### src/hdl/icp_pkg.sv
// ----------------------------------------------------------------------------
// icp_pkg
// shared widths and the lane record that moves down the root-extraction chain
// ----------------------------------------------------------------------------
package icp_pkg;

   localparam int VALUE_W   = 32;              // input word
   localparam int REM_W     = 32;              // remainder of either root
   localparam int SQ_ROOT_W = VALUE_W / 2;     // floor sqrt of 32 bits
   localparam int CB_ROOT_W = 11;              // floor cbrt of 32 bits
   localparam int CB_SQ_W   = 2 * CB_ROOT_W;   // running square of the cube root
   localparam int SQ_DW     = REM_W + 2;       // trial subtrahend, square root
   localparam int CB_DW     = REM_W + 4;       // trial subtrahend, cube root
   localparam int NUM_CELLS = SQ_ROOT_W;       // one cell per square-root bit

   typedef struct packed {
      logic                 neg;
      logic                 zero;
      logic                 even;
      logic [REM_W-1:0]     sq_rem;
      logic [SQ_ROOT_W-1:0] sq_root;
      logic [REM_W-1:0]     cb_rem;
      logic [CB_ROOT_W-1:0] cb_root;
      logic [CB_SQ_W-1:0]   cb_root_sq;
   } icp_lane_type;

endpackage

### src/hdl/icp_cell.sv
// ----------------------------------------------------------------------------
// icp_cell
// one bit of square root and, for bits below the cube root's width, one bit of cube root, registered, with handshake
// ----------------------------------------------------------------------------
module icp_cell #(
   parameter int BIT = 0
) (
   input  logic                 clock,
   input  logic                 reset,
   input  logic                 in_valid,
   input  icp_pkg::icp_lane_type in_lane,
   output logic                 up_ready,
   input  logic                 down_ready,
   output logic                 out_valid,
   output icp_pkg::icp_lane_type out_lane
);
   import icp_pkg::*;

   localparam bit CUBE_ON = (BIT < CB_ROOT_W);

   logic               valid_ff, valid_in;
   icp_lane_type       lane_ff, lane_in;
   logic [SQ_DW-1:0]   sq_delta;
   logic [CB_DW-1:0]   cb_delta;
   logic [CB_DW-1:0]   cb_y2x3;
   logic [CB_DW-1:0]   cb_yx3;
   logic [CB_SQ_W-1:0] cb_sq_next;

   assign up_ready  = !valid_ff || down_ready;
   assign out_valid = valid_ff;
   assign out_lane  = lane_ff;

   always_comb begin
      lane_in = in_lane;

      // (r + 2^b)^2 - r^2
      sq_delta = ({{(SQ_DW-SQ_ROOT_W){1'b0}}, in_lane.sq_root} << (BIT + 1))
               + (SQ_DW'(1) << (2 * BIT));
      if (sq_delta <= {{(SQ_DW-REM_W){1'b0}}, in_lane.sq_rem}) begin
         lane_in.sq_rem  = in_lane.sq_rem - sq_delta[REM_W-1:0];
         lane_in.sq_root = in_lane.sq_root | (SQ_ROOT_W'(1) << BIT);
      end

      // (y + 2^b)^3 - y^3 = 3 y^2 2^b + 3 y 2^2b + 2^3b
      cb_y2x3 = ({{(CB_DW-CB_SQ_W){1'b0}}, in_lane.cb_root_sq} << 1)
              + {{(CB_DW-CB_SQ_W){1'b0}}, in_lane.cb_root_sq};
      cb_yx3  = ({{(CB_DW-CB_ROOT_W){1'b0}}, in_lane.cb_root} << 1)
              + {{(CB_DW-CB_ROOT_W){1'b0}}, in_lane.cb_root};
      cb_delta = (cb_y2x3 << BIT) + (cb_yx3 << (2 * BIT)) + (CB_DW'(1) << (3 * BIT));
      // (y + 2^b)^2 = y^2 + y 2^(b+1) + 2^2b
      cb_sq_next = in_lane.cb_root_sq
                 + CB_SQ_W'({{(CB_SQ_W-CB_ROOT_W){1'b0}}, in_lane.cb_root} << (BIT + 1))
                 + CB_SQ_W'(CB_DW'(1) << (2 * BIT));
      if (CUBE_ON) begin
         if (cb_delta <= {{(CB_DW-REM_W){1'b0}}, in_lane.cb_rem}) begin
            lane_in.cb_rem     = in_lane.cb_rem - cb_delta[REM_W-1:0];
            lane_in.cb_root    = in_lane.cb_root | CB_ROOT_W'(CB_DW'(1) << BIT);
            lane_in.cb_root_sq = cb_sq_next;
         end
      end
   end

   assign valid_in = up_ready ? in_valid : valid_ff;

   always_ff @(posedge clock) begin
      if (reset) begin
         valid_ff <= 1'b0;
      end else begin
         valid_ff <= valid_in;
      end
      if (up_ready) begin
         lane_ff <= lane_in;
      end
   end

endmodule

### src/hdl/integer_power_classifier.sv
// ----------------------------------------------------------------------------
// integer_power_classifier
// sign, parity, perfect-square and perfect-cube flags of a 32-bit integer
// ----------------------------------------------------------------------------
// an accepted req beat reaches its rsp beat through every cell's register in turn
// throughput: one beat per cycle while rsp_stall is low; each cell holds one beat and passes it on
// stalls ripple back only through full cells, so bubbles get squeezed out
// reset: synchronous, clears only the per-cell valid flags
module integer_power_classifier (
   input  logic        clock,
   input  logic        reset,
   // request channel
   input  logic        req_valid,
   output logic        req_stall,
   input  logic signed [icp_pkg::VALUE_W-1:0] req_value,
   // response channel
   output logic        rsp_valid,
   input  logic        rsp_stall,
   output logic        rsp_is_positive,
   output logic        rsp_is_negative,
   output logic        rsp_is_even,
   output logic        rsp_is_square,
   output logic        rsp_is_cube
);
   import icp_pkg::*;

   // lane[0] is the incoming beat, lane[k+1] the register of cell k
   icp_lane_type             lane  [NUM_CELLS+1];
   icp_lane_type             first_lane;
   logic [NUM_CELLS:0]       valid;
   logic [NUM_CELLS:0]       ready;   // ready[k]: cell k can load
   logic [VALUE_W-1:0]       bits;
   logic [VALUE_W-1:0]       mag;

   // magnitude; the most negative value wraps to 2^31 unsigned, which is exact
   assign bits = req_value;
   assign mag  = bits[VALUE_W-1] ? (VALUE_W'(0) - bits) : bits;

   always_comb begin
      first_lane.neg        = bits[VALUE_W-1];
      first_lane.zero       = (bits == '0);
      first_lane.even       = !bits[0];
      first_lane.sq_rem     = mag;
      first_lane.sq_root    = '0;
      first_lane.cb_rem     = mag;
      first_lane.cb_root    = '0;
      first_lane.cb_root_sq = '0;
   end

   assign lane[0]   = first_lane;
   assign valid[0]  = req_valid;
   assign req_stall = !ready[0];
   assign ready[NUM_CELLS] = !rsp_stall;

   // chain of cells, most significant root bit first; the cube root only
   // starts working once the bit index fits its 11-bit root
   for (genvar k = 0; k < NUM_CELLS; k++) begin : g_cell
      icp_cell #(
         .BIT (NUM_CELLS - 1 - k)
      ) u_cell (
         .clock      (clock),
         .reset      (reset),
         .in_valid   (valid[k]),
         .in_lane    (lane[k]),
         .up_ready   (ready[k]),
         .down_ready (ready[k+1]),
         .out_valid  (valid[k+1]),
         .out_lane   (lane[k+1])
      );
   end

   // the last cell's register is the response register; a zero remainder
   // means the floor root, multiplied back, gives the magnitude exactly
   assign rsp_valid       = valid[NUM_CELLS];
   assign rsp_is_positive = !lane[NUM_CELLS].neg && !lane[NUM_CELLS].zero;
   assign rsp_is_negative = lane[NUM_CELLS].neg;
   assign rsp_is_even     = lane[NUM_CELLS].even;
   assign rsp_is_square   = !lane[NUM_CELLS].neg && (lane[NUM_CELLS].sq_rem == '0);
   assign rsp_is_cube     = (lane[NUM_CELLS].cb_rem == '0);

endmodule
### config.mk
export PLATFORM = sky130hd
export DESIGN_NAME = integer_power_classifier
export DESIGN_NICKNAME = d
export VERILOG_FILES = /design/src/hdl/icp_pkg.sv /design/src/hdl/icp_cell.sv /design/src/hdl/integer_power_classifier.sv
export SDC_FILE = /design/constraint.sdc
export NUM_CORES = 2
export LEC_CHECK = 0
export BUFFER_PORTS_ARGS = -buffer_cell sky130_fd_sc_hd__buf_2
export CAP_MARGIN = 0
export CORE_MARGIN = 2
export CORE_UTILIZATION = 40
export DETAILED_ROUTE_END_ITERATION = 12
export GPL_TIMING_DRIVEN = 0
export PLACE_DENSITY_LB_ADDON = 0.05
export RECOVER_POWER = 50
export SYNTH_ARGS = -nofsm -noshare
export SYNTH_HDL_FRONTEND = slang
export SYNTH_SLANG_ARGS = --single-unit
### constraint.sdc
create_clock -name clock -period 8.27 [get_ports clock]
set_input_delay 0.4135 -clock clock [delete_from_list [all_inputs] [get_ports clock]]
set_output_delay 0.4135 -clock clock [all_outputs]
set_load 0.01 [all_outputs]
==> results.md <==
* Status: complete, but fails checks
* Failing checks: max-capacitance violations, max-slew violations
* CTS buffer count at ~140
* Vias at between 40000 and 50000
* DR WL/cell at between 15 and 20 um
* Area leader, netlist: edfxtp_1
* Share of cells above drive strength 1 at approximately 5%
* Die height at between 400 and 500 um
* Critical path data required time at 8.77 ns
* Num ports at 43
* Worst-path clk slew at about 0.060 ns
* Area growth syn-to-layout at 12.07%
* RSZ-0062 raised after global routing: false
* Worst Tran Pin Value at 5.184 ns
* Storage element area at 0.03548 mm2
* Final clock skew at around 0.06 ns
* Async set-reset flop share out of synthesis at 0%
* Max-slew violation count at 485
* RePlAce Congestion at just over 0.8
* Final Hold Violating Endpoints at 0
* Worst-Skew Late Latency at between 0.8 and 0.9 ns
* Area occupied by multi-input gates at about 0.035 mm2
* Filler Cell Count at between 15000 and 20000
* Fmax at ~0.13 GHz
* Sequential-to-total area share from yosys stat at between 40% and 50%
* Area contributors post-synth: edfxtp_1 (48%), ha_1 (14%), xnor2_1 (4.9%)
* Largest net degree at the start of global routing at between 90 and 100
* Routed WL at approximately 160 mm
* Bufs on Longest Clock Path at 3
* Critical-path top delay cell: or4b_1
* # setup viols final at 0
* Crit-path max cell delay at ~0.65 ns
* Nature of the critical path startpoint: flip-flop
* DR DRC count at 0
* FF+latch count, synth at about 1200
* Number of global-route vias before repair at between 40000 and 50000
* Syn Nets at roughly 7700
* Site Rows at roughly 160
* Htree depth at 4
* First-pass GRT wire length at between 200 and 300 mm
* Synthesis warning total at 0
* Die width at roughly 430 um
* Top-area cell type share of the netlist area at a little under half
* CP most frequent cell: o21ai_0
* Reg2Reg Setup Slack at ~0.6 ns
* Detail Route Antenna Nets at 0
* Initial Utilization at roughly two fifths
* Post-synth EDFFs at approximately 1200
* Die area at ~0.19 mm2
* Root Buffer: clkbuf_16
* CP bufs+invs at 4
* Setup crit end kind: flip-flop
* Clk sinks at ~1200
* Mapped Area at approximately 0.074 mm2
* Final HPWL DP at about 130 mm
* Vias/cell at around 4.9
* Core area at approximately 0.18 mm2
* Core Util, Final at approximately 45%
* Library cells used by synthesis at 95
* Post-Synthesis Cells at around 6800
* Initial antenna violation count at 2
* Iter 0 DRT Violations at between 2000 and 2500
* Crit-path leading delay family: simple AND/OR/NAND/NOR gates
* Hold/Removal Path Class: input pin to flip-flop
* Setup TNS at 0 ns
* Max_slew headroom at -245.6%
* Gr ovfl total at 0
* Nets@finish at about 8000
* Max FO, Critical Path at 10
* GRT Overall Usage at 17.16%
* MaxCap Viol Count at 7
* CTS tree: built
* Most common flop cell mapped by yosys: edfxtp_1
* First-pass DRT Iterations at 5
* Mean Syn Cell Area at ~11 um2
* WS Path Type: flip-flop to flip-flop
* Final worst-path cycle share at 92.72%
* IO Port Bufs at a little over 40
* Minimum clock period at 7.668 ns
* Arr. time, crit path at ~8.2 ns
-- registers in the layout (all words and copies together), names as in the netlist --
register	cells
g_cell.u_cell.out_valid	16
g_cell.u_cell.out_lane	1171
-- synthesized netlist by cell type, types with 16 or more instances --
master / number
edfxtp_1: 1171
ha_1: 840
inv_1: 773
a21oi_1: 439
nor2_1: 436
xnor2_1: 413
nand2_1: 379
o21ai_0: 343
xor2_1: 263
a21o_1: 222
clkbuf_1: 184
nor3_1: 131
nor2b_1: 112
nor4_1: 99
nand4_1: 82
o21a_1: 82
nand3_1: 79
nand2b_1: 70
o21bai_1: 70
or3_1: 61
o31ai_1: 43
and2_1: 34
a31oi_1: 31
fa_1: 27
and3_1: 26
a21boi_0: 23
mux2i_1: 23
a211oi_1: 21
nand3b_1: 21
nor4b_1: 19
or2_2: 19
dfxtp_1: 16
or4_1: 16
-- layout by cell type (no fill, tap or decap), types with 31 or more instances in the layout --
cell type         n
and2_1           33
o21a_1           82
edfxtp_1       1171
nand2b_1         70
clkbuf_16       142
xnor2_1         413
nand3_1          77
or3_1            64
nor2_1          436
a21oi_1         439
clkbuf_1        220
nor4_1           98
nor3_1          131
inv_1           767
a21o_1          222
o31ai_1          43
dlygate4sd3_1    38
o21bai_1         70
buf_2            38
nand4_1          82
o21ai_0         345
nor2b_1         112
ha_1            840
a31oi_1          31
nand2_1         376
xor2_1          263
-- final cells by class --
| type | instances | area share (%) |
|---|---|---|
| Antenna cell | 2 | 0.006061 |
| Tap cell | 2464 | 3.734 |
| Timing Repair Buffer | 98 | 1.047 |
| Clock buffer | 169 | 4.450 |
| Sequential cell | 1187 | 42.97 |
| Buffer | 195 | 0.9061 |
| Clock inverter | 93 | 1.521 |
| Multi-Input combinational cell | 4646 | 41.83 |
| Inverter | 775 | 3.532 |
-- path summary, 6_finish.rpt --
| kind | cells after the start | to | start |
|---|---|---|---|
| min | 2 | g_cell[0].u_cell.out_lane[115] | req_value[31] |
| max reg2reg | 32 | g_cell[15].u_cell.out_lane[64] | g_cell[14].u_cell.out_lane[24] |
| min reg2reg | 0 | g_cell[15].u_cell.out_lane[114] | g_cell[14].u_cell.out_lane[114] |
| max | 32 | g_cell[15].u_cell.out_lane[64] | g_cell[14].u_cell.out_lane[24] |
-- cell families (layout without fill, tap and decap cells) --
kind of cell / after synthesis / after routing / share of synthesized area (%)
multiplexers: 38 / 38 / 0.5468
buffers and inverters: 970 / 1330 / 4.959
flip-flops: 1187 / 1187 / 48.16
other: 0 / 2 / 0
AO/OA/AOI/OAI: 1419 / 1419 / 12.06
adder cells (fa/ha/maj): 867 / 867 / 15.00
AND/OR/NAND/NOR: 1646 / 1646 / 11.24
XOR/XNOR: 676 / 676 / 8.036
-- stage by stage --
step / instances / hold WS, ns / setup slack (ns) / area [um2]
after CTS: 9627 / 0.2436 / 0.1409 / 82800
after detailed placement: 9327 / 0.4045 / -0.03286 / 77480
after floorplan: 6803 / 0.4003 / 1.185 / 73680
final: 9629 / 0.3407 / 0.6020 / 82570
after global placement: 9308 / 0.4007 / -1.772 / 76970
after global routing: 9628 / 0.3276 / 0.01267 / 82570
-- metal layers --
metal | part of all wire (%) | GRT usage [%]
met1 | 42 | 19.53
met5 | 0 | 0
met2 | 53 | 32.73
met3 | 2.2 | 2.167
met4 | 2.9 | 5.792
-- what timing repair did --
action,CTS,global route
endpoints found under the hold margin,42,0
setup buffers,0,0
endpoints found under the setup margin,4,23
hold buffers,38,0
gates resized for setup,1,7
gates cloned,0,0
Power is not shown: default switching activity piles up to over one toggle a cycle in this logic, so the estimate is an artifact.
